<file path="src/rtl/gdspi_pkg.sv">
package gdspi_pkg;

	// Request codes on the operation field
	typedef enum logic [1:0] {
		OP_NONE  = 2'd0,
		OP_READ  = 2'd1,
		OP_WRITE = 2'd2
	} gdspi_op_t;

	// Serial engine phases
	typedef enum logic [1:0] {
		PH_IDLE = 2'd0,
		PH_HIGH = 2'd1,
		PH_LOW  = 2'd2,
		PH_GAP  = 2'd3
	} gdspi_phase_t;

	localparam logic [7:0]  HALF_PERIOD_RESET = 8'd10;
	localparam logic [7:0]  MIN_LOW_TICKS     = 8'd3;
	localparam logic [31:0] READ_CMD_BITS     = 32'h0000_807F;
	localparam logic [31:0] READ_CMD_MARK     = 32'h0000_8000;
	localparam logic [31:0] ALL_ONES_WORD     = 32'hFFFF_FFFF;

	// One tick of request and pin input
	typedef struct packed {
		logic [1:0]  operation;
		logic [3:0]  reg_addr;
		logic [10:0] write_data;
		logic        miso;
	} gdspi_item_t;

	// Pin levels and status of one tick
	typedef struct packed {
		logic        sck;
		logic        mosi;
		logic        cs_n;
		logic        busy_res;
		logic        done_res;
		logic [15:0] read_data;
	} gdspi_res_t;

endpackage

</file>
<file path="src/rtl/gate_driver_spi_register_master_top.sv">
// Accepted words pass the input register, the engine and the result register.
// Throughput: one word per cycle; the tick engine steps once per result loaded.
// Stalls from the output side hold the input register and the engine.
// Reset: engine idle, engine state zero, valid flags low, half period 10 ticks.
module gate_driver_spi_register_master_top import gdspi_pkg::*; #(
	parameter int FRAME_BITS = 16
) (
	input  logic        clk,
	input  logic        arst_n,
	input  logic        cfg_we,
	input  logic [7:0]  cfg_wdata,
	input  logic        in_valid,
	output logic        in_stall,
	input  logic [1:0]  operation,
	input  logic [3:0]  reg_addr,
	input  logic [10:0] write_data,
	input  logic        miso,
	output logic        out_valid,
	input  logic        out_stall,
	output logic        sck,
	output logic        mosi,
	output logic        cs_n,
	output logic        busy_res,
	output logic        done_res,
	output logic [15:0] read_data
);

	logic [7:0]  hp_q;
	gdspi_item_t item_s1;
	logic        valid_s1;
	gdspi_res_t  res_c;
	gdspi_res_t  res_q;
	logic        out_valid_q;
	logic        advance;
	logic        take;

	// Half period register
	always_ff @(posedge clk or negedge arst_n) begin
		if (!arst_n) begin
			hp_q <= HALF_PERIOD_RESET;
		end else if (cfg_we) begin
			hp_q <= cfg_wdata;
		end
	end

	// Handshake: step the engine when the result register is free or draining
	assign advance  = valid_s1 && (!out_valid_q || !out_stall);
	assign in_stall = valid_s1 && !advance;
	assign take     = in_valid && !in_stall;

	// Input register
	always_ff @(posedge clk or negedge arst_n) begin
		if (!arst_n) begin
			valid_s1 <= 1'b0;
		end else if (take) begin
			valid_s1 <= 1'b1;
		end else if (advance) begin
			valid_s1 <= 1'b0;
		end
	end

	always_ff @(posedge clk) begin
		if (take) begin
			item_s1 <= '{operation: operation, reg_addr: reg_addr,
				write_data: write_data, miso: miso};
		end
	end

	gdspi_core #(
		.FRAME_BITS(FRAME_BITS)
	) u_core (
		.clk        (clk),
		.arst_n     (arst_n),
		.step_en    (advance),
		.half_period(hp_q),
		.item       (item_s1),
		.res        (res_c)
	);

	// Result register
	always_ff @(posedge clk or negedge arst_n) begin
		if (!arst_n) begin
			out_valid_q <= 1'b0;
		end else if (advance) begin
			out_valid_q <= 1'b1;
		end else if (!out_stall) begin
			out_valid_q <= 1'b0;
		end
	end

	always_ff @(posedge clk) begin
		if (advance) begin
			res_q <= res_c;
		end
	end

	assign out_valid = out_valid_q;
	assign sck       = res_q.sck;
	assign mosi      = res_q.mosi;
	assign cs_n      = res_q.cs_n;
	assign busy_res  = res_q.busy_res;
	assign done_res  = res_q.done_res;
	assign read_data = res_q.read_data;

endmodule

</file>
<file path="src/rtl/gdspi_core.sv">
module gdspi_core import gdspi_pkg::*; #(
	parameter int FRAME_BITS = 16
) (
	input  logic        clk,
	input  logic        arst_n,
	input  logic        step_en,
	input  logic [7:0]  half_period,
	input  gdspi_item_t item,
	output gdspi_res_t  res
);

	localparam int FB  = FRAME_BITS;
	localparam int BCW = $clog2(FRAME_BITS + 1);

	gdspi_phase_t   phase_q, phase_d;
	logic [7:0]     tick_q, tick_d;
	logic [BCW-1:0] bit_q, bit_d;
	logic [FB-1:0]  tx_q, tx_d;
	logic [FB-1:0]  rx_q, rx_d;
	logic [1:0]     samp_q, samp_d;
	logic           pend_q, pend_d;
	logic [15:0]    last_q, last_d;
	logic           capt_q, capt_d;

	logic [7:0]  high_len;
	logic [7:0]  low_len;
	logic        vote;
	logic        done;
	logic        shifting;
	logic [31:0] cmd_word;
	logic [31:0] wr_word;

	assign high_len = (half_period == 8'd0) ? 8'd1 : half_period;
	assign low_len  = (half_period < MIN_LOW_TICKS) ? MIN_LOW_TICKS : half_period;
	assign vote     = (samp_q[1] & samp_q[0]) | (samp_q[1] & item.miso)
			| (samp_q[0] & item.miso);
	assign cmd_word = READ_CMD_MARK | READ_CMD_BITS | {17'd0, item.reg_addr, 11'd0};
	assign wr_word  = {17'd0, item.reg_addr, item.write_data};

	// Next state for one tick
	always_comb begin
		phase_d = phase_q;
		tick_d  = tick_q;
		bit_d   = bit_q;
		tx_d    = tx_q;
		rx_d    = rx_q;
		samp_d  = samp_q;
		pend_d  = pend_q;
		last_d  = last_q;
		capt_d  = capt_q;
		done    = 1'b0;
		case (phase_q)
			PH_IDLE: begin
				case (item.operation)
					OP_WRITE: begin
						pend_d  = 1'b0;
						tx_d    = FB'(wr_word);
						rx_d    = '0;
						bit_d   = '0;
						capt_d  = 1'b0;
						phase_d = PH_HIGH;
						tick_d  = 8'd1;
					end
					OP_READ: begin
						rx_d    = '0;
						bit_d   = '0;
						phase_d = PH_HIGH;
						tick_d  = 8'd1;
						if (item.reg_addr != 4'd0) begin
							pend_d = 1'b1;
							tx_d   = FB'(cmd_word);
							capt_d = 1'b0;
						end else begin
							pend_d = 1'b0;
							tx_d   = FB'(ALL_ONES_WORD);
							capt_d = 1'b1;
						end
					end
					default: begin
					end
				endcase
			end
			PH_HIGH: begin
				if (tick_q >= high_len) begin
					phase_d = PH_LOW;
					tick_d  = 8'd1;
				end else begin
					tick_d = tick_q + 8'd1;
				end
			end
			PH_LOW: begin
				// two samples, then vote with the third
				if (tick_q < MIN_LOW_TICKS) begin
					samp_d = {samp_q[0], item.miso};
				end else if (tick_q == MIN_LOW_TICKS) begin
					rx_d = {rx_q[FB-2:0], vote};
				end
				if (tick_q >= low_len) begin
					bit_d = bit_q + BCW'(1);
					tx_d  = {tx_q[FB-2:0], 1'b0};
					if (bit_d >= BCW'(FRAME_BITS)) begin
						if (capt_q) begin
							last_d = 16'(rx_d);
						end
						capt_d = 1'b0;
						tick_d = 8'd1;
						if (pend_q) begin
							pend_d  = 1'b0;
							phase_d = PH_GAP;
						end else begin
							phase_d = PH_IDLE;
							tick_d  = 8'd0;
							done    = 1'b1;
						end
					end else begin
						phase_d = PH_HIGH;
						tick_d  = 8'd1;
					end
				end else begin
					tick_d = tick_q + 8'd1;
				end
			end
			PH_GAP: begin
				// chip select high, then the all-ones read frame
				if (tick_q >= high_len) begin
					tx_d    = FB'(ALL_ONES_WORD);
					rx_d    = '0;
					bit_d   = '0;
					capt_d  = 1'b1;
					phase_d = PH_HIGH;
					tick_d  = 8'd1;
				end else begin
					tick_d = tick_q + 8'd1;
				end
			end
			default: begin
				phase_d = PH_IDLE;
				tick_d  = 8'd0;
			end
		endcase
	end

	// Pin levels after the update
	assign shifting      = (phase_d == PH_HIGH) || (phase_d == PH_LOW);
	assign res.sck       = (phase_d == PH_HIGH);
	assign res.mosi      = shifting ? tx_d[FB-1] : 1'b0;
	assign res.cs_n      = !shifting;
	assign res.busy_res  = (phase_d != PH_IDLE);
	assign res.done_res  = done;
	assign res.read_data = last_d;

	// Engine state
	always_ff @(posedge clk or negedge arst_n) begin
		if (!arst_n) begin
			phase_q <= PH_IDLE;
			tick_q  <= '0;
			bit_q   <= '0;
			tx_q    <= '0;
			rx_q    <= '0;
			samp_q  <= '0;
			pend_q  <= 1'b0;
			last_q  <= '0;
			capt_q  <= 1'b0;
		end else if (step_en) begin
			phase_q <= phase_d;
			tick_q  <= tick_d;
			bit_q   <= bit_d;
			tx_q    <= tx_d;
			rx_q    <= rx_d;
			samp_q  <= samp_d;
			pend_q  <= pend_d;
			last_q  <= last_d;
			capt_q  <= capt_d;
		end
	end

endmodule

</file>
<file path="config.mk">
export PLATFORM = sky130hd
export DESIGN_NAME = gate_driver_spi_register_master_top
export DESIGN_NICKNAME = d
export VERILOG_FILES = /design/src/rtl/gdspi_pkg.sv /design/src/rtl/gate_driver_spi_register_master_top.sv /design/src/rtl/gdspi_core.sv
export SDC_FILE = /design/constraint.sdc
export NUM_CORES = 1
export LEC_CHECK = 0
export CELL_PAD_IN_SITES_DETAIL_PLACEMENT = 0
export CELL_PAD_IN_SITES_GLOBAL_PLACEMENT = 1
export CORE_UTILIZATION = 35
export CTS_BUF_LIST = sky130_fd_sc_hd__clkbuf_4 sky130_fd_sc_hd__clkbuf_8 sky130_fd_sc_hd__clkbuf_16
export CTS_CLUSTER_SIZE = 30
export DETAILED_ROUTE_END_ITERATION = 8
export DONT_BUFFER_PORTS = 1
export GPL_ROUTABILITY_DRIVEN = 0
export HOLD_SLACK_MARGIN = 0.06
export PLACE_DENSITY_LB_ADDON = 0.25
export SLEW_MARGIN = 20
export SYNTH_ARGS = -nofsm -noshare
export SYNTH_HDL_FRONTEND = slang
export SYNTH_HIERARCHICAL = 1
export SYNTH_SLANG_ARGS = --single-unit
</file>
<file path="constraint.sdc">
create_clock -name clk -period 4.8 [get_ports clk]
set_clock_uncertainty 0.1 [all_clocks]
set_input_delay 0.48 -clock clk [delete_from_list [all_inputs] [get_ports clk]]
set_output_delay 0.48 -clock clk [all_outputs]
set_load 0.05 [all_outputs]
</file>
-- Word level (Yosys, flattened, before mapping)
Index checks and enable logic that the tools add are counted.
- input port bits: 31
- bits in registers: 116
- output and inout port bits: 23
- add/subtract/negate cells: 2
- equality and inequality tests: 14
- bitwise operators: 5
- reduce and logical (&&, ||, !) cells: 27
- order comparisons: 5
- multiplexer cells: 47
- operator list (operator ; count):
    $mux 16 ; 10
    $pmux 16 s3 ; 2
    $mux 8 ; 5
    $pmux 16 s2 ; 1
    $pmux 8 s3 ; 1
    $ge 8x8->1 ; 2
    $lt 8x2->1 const B ; 2
    $mux 15 ; 1
    $mux 5 ; 3
    $pmux 5 s3 ; 1
    $reduce_and 5->1 ; 3
    $mux 1 ; 12
    $mux 2 ; 6
    $add 8x1->8 const B ; 1
    $eq 2x2->1 const B ; 4
    $eq 8x2->1 const B ; 1
    $logic_not 8->1 ; 1
    $ne 2x1->1 const B ; 4
    $pmux 2 s4 ; 1
    $eq 2x1->1 const B ; 3
    $pmux 1 s2 ; 3
    $reduce_and 3->1 ; 2
    $reduce_and 6->1 ; 1
    $reduce_bool 2->1 ; 3
    16 further kinds ; 27

-- Depth between registers and ports, before layout
Gate-level depths: netlist of run 1.
- word-level depth: 9
- depth in mapped cells: 14

-- Modules after synthesis
The synthesis of run 1 kept the hierarchy.
- by module, submodules not included (module ; cells an instance ; seq. area each (um^2) ; area an instance (um^2) ; times used):
    gdspi_core ; 422 ; 1676.6 ; 4119.0 ; 1
    gate_driver_spi_register_master_top ; 64 ; 1423.9 ; 1591.5 ; 1

-- Worst setup path after synthesis of run 1
Ideal clock, no wire load.
- path type: reg2reg
- start point: register out_valid_q (netlist: out_valid)
- end point: register u_core.tx_q[1]
- stages on the path, launching flop included: 9
- arrival time: 3.887 ns
- setup slack: 0.687 ns
- buffers on the path: 2
- clock period less this slack: 4.113 ns
- required time: 4.575 ns
- cell sequence: dfrtp_1 > a21boi_0 > clkbuf_1 > a21boi_2 > nand2b_1 > a21o_4 > o31ai_4 > buf_6 > mux2_4
- longest elaborated chain between the ends: 4
- RTL lines (item ; RTL line ; text):
    start, declared ; gate_driver_spi_register_master_top.sv:33 ; logic out_valid_q;
    start signal, assigned ; gate_driver_spi_register_master_top.sv:83 ; out_valid_q <= 1'b0;
    start signal, assigned ; gate_driver_spi_register_master_top.sv:85 ; out_valid_q <= 1'b1;
    start signal, assigned ; gate_driver_spi_register_master_top.sv:87 ; out_valid_q <= 1'b0;
    $logic_not 1->1 ; gate_driver_spi_register_master_top.sv:47 ; assign advance = valid_s1 && (!out_valid_q || !out_stall);
    $logic_or 1x1->1 ; gate_driver_spi_register_master_top.sv:47 ;
    $logic_and 1x1->1 ; gate_driver_spi_register_master_top.sv:47 ;
    named net advance ; gate_driver_spi_register_master_top.sv:34 ; logic advance;
    $reduce_and 5->1 (no line) ; -- ;
    end signal, assigned ; gdspi_core.sv:168 ; tx_q <= tx_d;
    end, declared ; gdspi_core.sv:18 ; logic [FB-1:0] tx_q, tx_d;
The timed path passes the listed nets, and every way through them passes these cells.
A chain may end at the register's enable or synchronous reset.

-- Final worst setup path of run 1
- start point: register hp_q[2]
- end point: register res_q, in the netlist mosi (data pin)
- longest elaborated chain between the ends: 7
- elaborated cells between the ends (all ways): 16
- those cells by class: order compare (3); eq/ne (2); mux (9); reduce/logical (2)
- RTL lines (item ; RTL line ; text):
    start, declared ; gate_driver_spi_register_master_top.sv:28 ; logic [7:0] hp_q;
    start signal, assigned ; gate_driver_spi_register_master_top.sv:42 ; hp_q <= cfg_wdata;
    $lt 8x2->1 or $logic_not 8->1 (tied branches) ; gdspi_core.sv:34, gdspi_core.sv:33 ;
    $mux 8, on equally long branches ; gdspi_core.sv:34, gdspi_core.sv:33 ;
    $ge 8x8->1, on equally long branches ; gdspi_core.sv:98, gdspi_core.sv:84, gdspi_core.sv:125 ;
    $mux 2, on equally long branches ; gdspi_core.sv:98, gdspi_core.sv:84, gdspi_core.sv:125 ;
    $pmux 2 s4 ; gdspi_core.sv:52 ; case (phase_q)
    $eq 2x1->1 or $eq 2x2->1 (tied branches) ; gdspi_core.sv:144 ; assign shifting = (phase_d == PH_HIGH) || (phase_d == PH_LOW);
    $logic_or 1x1->1 ; gdspi_core.sv:144 ;
    end signal, assigned ; gate_driver_spi_register_master_top.sv:93 ; res_q <= res_c;
    end, declared ; gate_driver_spi_register_master_top.sv:32 ; gdspi_res_t res_q;
Parallel ways exist; a longest one is shown, timed or not. The select of a mux whose other input is x is not followed.

==> results of run 1 <==
==> sequential cells by signal, indices dropped and copies added (netlist names), 2 cells and up <==
| signal | cells |
|---|---|
| hp_q | 8 |
| u_core/tx_q | 16 |
| read_data | 16 |
| u_core/samp_q | 2 |
| u_core/phase_q | 2 |
| u_core/last_q | 16 |
| u_core/rx_q | 16 |
| u_core/bit_q | 5 |
| item_s1 | 18 |
| u_core/tick_q | 8 |
==> metrics by stage <==
step	instances	hold WS, ns
floorplan	486	0.0844
global placement	679	0.0920
detailed placement	679	0.0923
CTS	732	0.0673
global route	732	0.0687
finish	732	0.0824
==> worst paths after layout <==
| path | slack, ns | to | from | cells after the start |
|---|---|---|---|---|
| max | 1.10 | mosi | hp_q[2] | 12 |
| max reg2reg | 1.10 | mosi | hp_q[2] | 12 |
| min | 0.08 | out_valid | out_stall | 1 |
| min reg2reg | 0.38 | u_core/last_q[6] | u_core/last_q[6] | 2 |
| max in group asynchronous | 3.66 | hp_q[1] | arst_n | 2 |
| min in group asynchronous | 0.60 | u_core/bit_q[1] | arst_n | 2 |
==> layout make-up <==
cell class | count | area share, %
Clock inverter | 11 | 1.68
Tap cell | 216 | 4.07
Clock buffer | 21 | 6.95
Timing Repair Buffer | 24 | 3.76
Multi-Input combinational cell | 318 | 35.4
Sequential cell | 116 | 46.6
Inverter | 26 | 1.47
==> cells in the mapped netlist, types with 8 or more instances <==
cell	count	area (um2)
dfrtp_1	75	1880
edfxtp_1	39	1170
nor2_1	38	143
a21oi_1	37	185
nand2_1	34	128
o21ai_0	30	150
inv_1	26	97.6
ha_1	21	263
a22o_1	17	149
mux2i_1	17	170
mux2_4	16	240
clkbuf_1	9	33.8
buf_2	8	40.0
==> logic make-up after synthesis <==
group	count (synthesis)	synth area share, %
compound gates	138	17.2
fa+ha+maj	21	4.60
mux	39	8.37
buf+inv	52	4.64
flops	116	54.3
simple gates	118	10.6
xor+xnor	2	0.307
==> critical path: stages, from the launching register on <==
cell and delay [ns]:
dfrtp_1 0.41, nor4_1 0.39, nand2_1 0.13, o21bai_1 0.15, ha_1 0.25, nand2b_4 0.13, a2111o_1 0.41, a21oi_2 0.54
or2b_1 0.28, a31oi_1 0.24, ha_1 0.28, o21ai_0 0.08, nor2_1 0.07
==> layer usage <==
metal | up-vias | part of all wire, % | track usage (%)
met3 | 15 | 2.9 | 4.10
met5 | - | 0 | 0
met1 | 1794 | 46 | 19.3
met4 | 0 | 2.1 | 7.25
li1 | 1819 | - | -
met2 | 68 | 49 | 25.3
==> power by group through the flow <==
stage / Combinational (W) / Clock (W) / Sequential, W
detailed placement: 0.000731 / 0 / 0.00143
floorplan: 0.000660 / 0 / 0.00136
global route: 0.000851 / 0.00129 / 0.00145
finish: 0.000756 / 0.00122 / 0.00142
global placement: 0.000719 / 0 / 0.00143
CTS: 0.000765 / 0.00125 / 0.00142
==> what timing repair did <==
action                     4_1_cts  5_1_grt
hold buffers                    21        0
hold endpoints to repair        96        0
setup endpoints to repair        0        0
==> impl_metrics.csv, run 1 <==
group,metric,value,unit
cts,cts_repair_resize_count,0,
power,total_power,0.00340,W
placement,io_buffers,0,
layout,seqCellArea,3100,um2
setup_path,path_max_fanout,11,
synth,avgSynthCellArea,11.7,um2
sta,hold_viol,0,
cts,clock_sinks,116,
hold_path,hold_class,"primary input to flip-flop",
layout,multiInputGateArea,2360,um2
run,drv_cap,0,
synth,yosysUniqueCellTypes,61,
synth,ys_ff_latch,116,
layout,num-nets-final,555,
power,p_sw,0.00107,W
layout,mostFrequentLayoutCell,"dfrtp_1",
setup_path,crit_type,"flip-flop to flip-flop",
route,drt_pre_antenna_iters,4,
setup_path,critPathArrivalTime,3.77,ns
power,sw_frac_of_total,31.4,%
die,dieArea,16800,um2
sta,setup_viol_count_final,0,
layout,final_area,6650,um2
synth,syn-cell-area,5710,um2
placement,place_area,5850,um2
synth,synth_ff_type,"dfrtp_1",
cts,numCtsBuffers,17,
global_routing,grt_pass1_wl,19600,um
route,via_per_inst,5.05,
die,die_h,130,um
sta,min_period_over_period,77.1,%
sta,final-max-slew-violation-count,0,
placement,pre_cts_slack,1.08,ns
power,pwr-share-comb,22.3,%
power,vdd_drop_max,0.344,mV
power,p_leak,2.90,nW
cts,cts_tree,"done",
cts,root_buffer,"clkbuf_16",
synth,synth_warnings,6,
cts,htreeDepth,4,
sta,rsz0062_at_grt,"no",
die,initial_core_util,35.9,%
cts,cts.reportedPaths.clkPinSlew,0.05,ns
layout,layout_common_cells,"dfrtp_1, edfxtp_1, nor2_1, a21oi_1, nand2_1",
die,core,15900,um2
cts,cts_setup_buffers,0,
route,wl_per_cell,15.6,um
global_routing,gr-total-overflow,0,
cts,clockBufferDepth,2,
die,row_count,46,
die,die_w,130,um
layout,synthToLayoutAreaGrowth,16.4,%
route,drt-total-wl,11400,um
setup_path,worstSetupStartpointType,"flip-flop",
power,pwr-share-clk,35.9,%
power,p_seq_share,41.8,%
placement,post-dp-hpwl,7260,um
layout,utilization,41.8,%
sta,period_minus_slack,3.70,ns
sta,fmax,0.270,GHz
synth,synth_edf_count,39,
power,p_int,0.00233,W
layout,diodes,0,
route,antenna_left,0,
synth,synth_nets,538,
synth,postSynthCellCount,486,
die,ios,54,
power,p_per_area,511,nW/um2
global_routing,grt_max_degree,78,
global_routing,grt_pass1_vias,3862,
setup_path,critPathCaptureType,"flip-flop",
route,drt_iter0_drc,173,
route,num_vias,3696,
route,route.detailed.drc,0,
cts,worstSkewPairLatency,0.42,ns
sta,tns,0,ns
synth,async_flop_share,66.4,%
setup_path,required,4.87,ns
global_routing,track_usage,15.5,%
sta,relSlewSlack,30.5,%
global_routing,antenna_found_initial,0,
sta,fin_ws,1.10,ns
sta,tightest_slew,1.04,ns
synth,ys_seq_area_share,54.3,%
layout,num-fill-cells,1537,
layout,drive_gt1_share,15.1,%
status,outcome,"finished, final reports clean",
Note: power is estimated with default switching activity, not from simulation.
==> run 2: changes to the inputs <==
ABC_AREA = 1   (was unset)
clock period = 3.55 ns   (was 4.8 ns; I/O delays follow)
==> run 2 against run 1 <==
- worst hold slack improved by 0.12 ns
- largest power group unchanged
- non-clock buffer count increased by 16
- combinational power is 17% higher
- highest routed layer unchanged
- critical endpoint unchanged
- cell area up 4.5%
- die area grew 3.0%
- sequential power rose by 28%
- core utilization is 0.18 points higher
- worst setup slack lost 0.35 ns
- synthesized cell count is 37% higher
- final cell count increased by 27%
- via count rose by 20%
==> impl_metrics.csv, run 2 <==
group,metric,value,unit
cts,htreeDepth,4,
power,vdd_drop_max,0.356,mV
route,drt-total-wl,12400,um
global_routing,grt_pass1_wl,21700,um
layout,top_register,"item_s1",
synth,yosysUniqueCellTypes,37,
die,row_count,47,
setup_path,cpPeakStageDelay,0.38,ns
layout,mostFrequentLayoutCell,"nand2_1",
route,wl_per_cell,13.3,um
synth,postSynthCellCount,666,
status,outcome,"finished, final reports clean",
synth,ys_ff_latch,116,
layout,final_area,6950,um2
setup_path,critPathArrivalTime,2.87,ns
synth,synthAdderAreaFrac,4.47,%
die,dieArea,17300,um2
setup_path,crit_type,"flip-flop to flip-flop",
hold_path,hold_class,"primary input to flip-flop",
setup_path,critPathCaptureType,"flip-flop",
global_routing,grt_util_met1,21.1,%
power,p_seq_share,42.7,%
placement,post-dp-hpwl,8320,um
route,num_vias,4440,
die,core,16500,um2
synth,synth_top_cell_by_area,"dfrtp_1",
synth,yosys.area_share.simple,22.7,%
sta,min_period_over_period,79.1,%
cts,cts_setup_buffers,0,
placement,io_buffers,0,
power,p_per_area,613,nW/um2
cts,clock_sinks,116,
setup_path,worstSetupStartpointType,"flip-flop",
cts,cts_tree,"done",
global_routing,grt_pass1_vias,4400,
layout,largest_register_ffs,18,
route,antenna_left,0,
setup_path,cp_slowest_cell,"dfrtp_1",
global_routing,grt_util_met3,4.01,%
synth,synth_nets,718,
layout,layout_common_cells,"nand2_1, dfrtp_1, inv_1, edfxtp_1, o21ai_0",
placement,place_area,6060,um2
power,p_sw,0.00142,W
synth,synth_top_family_by_area,"simple AND/OR/NAND/NOR gates",
synth,synth_ff_type,"dfrtp_1",
layout,num-fill-cells,1644,
synth,netlist_top_cells_area,"dfrtp_1, edfxtp_1, nand2_1, ha_1, inv_1",
power,sw_frac_of_total,33.2,%
die,die_h,132,um
global_routing,use_met2,25.3,%
synth,synth_compound_area_share,11.5,%
synth,synthTopCellsByCount,"nand2_1, dfrtp_1, inv_1, edfxtp_1, o21ai_0",
power,pwr-share-comb,20.7,%
synth,synth_edf_count,39,
sta,fmax,0.356,GHz
run,drv_cap,0,
setup_path,cpMostUsedCell,"nand2_1",
route,route.detailed.drc,0,
synth,syn-cell-area,5880,um2
sta,tightest_slew,0.645,ns
setup_path,path_buf_inv,3,
cts,root_buffer,"clkbuf_16",
setup_path,path_delay_family,"simple AND/OR/NAND/NOR gates",
setup_path,required,3.62,ns
synth,synthMostInstantiatedCell,"nand2_1",
layout,drive_gt1_share,11.5,%
synth,ys_seq_area_share,52.7,%
die,die_w,132,um
cts,clockBufferDepth,2,
setup_path,worstPathCellList,"inv_1 -> nand4_1 -> a211o_1 -> nand2_1 -> inv_1 -> ha_1 -> nand2_1 -> nor2_1 -> nor2_1 -> nand2_1 -> nand2_1 -> nand3_1 -> nand2_1 -> nor2_1 -> ha_1 -> nand2_1 -> inv_1",
sta,final-max-slew-violation-count,0,
power,p_leak,3.21,nW
sta,tns,0,ns
sta,whs,0.206,ns
layout,diodes,0,
sta,relSlewSlack,56.9,%
global_routing,grt.busiest_layer,"met2",
synth,synthMuxAreaShare,0.191,%
cts,cts.reportedPaths.clkPinSlew,0.05,ns
global_routing,antenna_found_initial,0,
global_routing,gr-total-overflow,0,
power,p_int,0.00284,W
layout,num-nets-final,750,
cts,numCtsBuffers,17,
route,drt_iter0_drc,309,
synth,yosysTopAreaCellShare,31.9,%
die,ios,54,
sta,hold_viol,0,
route,drt_pre_antenna_iters,4,
power,total_power,0.00426,W
global_routing,track_usage,16.0,%
sta,period_minus_slack,2.81,ns
synth,synthXorXnorAreaFrac,0.893,%
layout,synthToLayoutAreaGrowth,18.1,%
setup_path,path_max_fanout,5,
synth,avgSynthCellArea,8.83,um2
synth,synth_warnings,6,
power,pwr-share-clk,36.6,%
global_routing,grt_max_degree,78,
route,via_per_inst,4.77,
cts,worstSkewPairLatency,0.41,ns
synth,async_flop_share,66.4,%
sta,setup_viol_count_final,0,
sta,rsz0062_at_grt,"no",
die,initial_core_util,35.6,%
[run 2: cell types whose count changed in the layout (fill, tap and decap cells not counted), sizes merged, moves of 6 or more]
cell / change
a21oi: -13
a221o: -6
a22o: -17
dlygate4sd3: +11
inv: +46
mux2: -21
mux2i: -17
nand2: +190
nand2b: -9
nand3: +29
nand4: +6
o21a: -6
o21ai: +27
o31ai: +16
[run 2: metrics by stage]
stage          utilization, %  setup WS, ns  cells
5_1_grt                  42.0         0.485    931
6_report                 42.0         0.743    931
2_1_floorplan               -         0.487    666
3_5_place_dp             36.7         0.748    867
3_3_place_gp             36.7         0.753    867
4_1_cts                  42.0         0.732    931
[run 2: repair_timing]
| action | in CTS | in global routing |
|---|---|---|
| endpoints found under the hold margin | 105 | 0 |
| gates resized for setup | 0 | 0 |
| hold buffers | 32 | 0 |
[run 2: area by class of cell]
cell class	instances	area [um2]	share of cell area (%)
clock buffer	20	454	6.54
sequential	116	3100	44.6
tap	220	275	3.96
clock inverter	12	88.8	1.28
timing repair buffer	40	410	5.91
inverter	72	270	3.89
multi-input combinational	451	2350	33.8
[run 2: worst reg2reg max path: cells and delay by family, from the launching register on]
| family | cells | cell delay (ns) |
|---|---|---|
| adder cells (fa/ha/maj) | 2 | 0.57 |
| AO/OA/AOI/OAI | 1 | 0.26 |
| buffers and inverters | 3 | 0.17 |
| flip-flops | 1 | 0.38 |
| AND/OR/NAND/NOR | 11 | 1.09 |
[run 2: final timing paths]
path	start	endpoint	slack [ns]	cells after the start
worst min register to register	u_core/tx_q[10]	u_core/tx_q[10]	0.37	2
worst max register to register	hp_q[7]	mosi	0.74	17
max in group asynchronous	arst_n	hp_q[3]	2.52	2
min in group asynchronous	arst_n	u_core/rx_q[1]	0.46	2
worst min-delay path	out_stall	u_core/tick_q[6]	0.21	4
worst max-delay path	hp_q[7]	mosi	0.74	17
[run 2: power by group through the flow]
stage | registers, W | clock network [W] | logic, W
3_5_place_dp | 0.00184 | 0 | 0.000842
4_1_cts | 0.00182 | 0.00160 | 0.000897
2_1_floorplan | 0.00180 | 0 | 0.000672
5_1_grt | 0.00185 | 0.00166 | 0.00101
6_report | 0.00182 | 0.00156 | 0.000882
3_3_place_gp | 0.00184 | 0 | 0.000827
[run 2: logic make-up after synthesis]
| family | after synthesis |
|---|---|
| xor gates and xnor gates | 6 |
| AOI/OAI and AO/OA | 109 |
| DFF | 116 |
| muxes | 1 |
| buffers and inverters | 99 |
| and+or+nand+nor | 314 |
| adders and majority gates | 21 |
[run 2: per-layer routing]
metal,vias up,part of all wire [%]
li1,2233,-
met1,2112,49
met2,83,46
met3,12,3.7
met4,0,1.2
met5,-,0
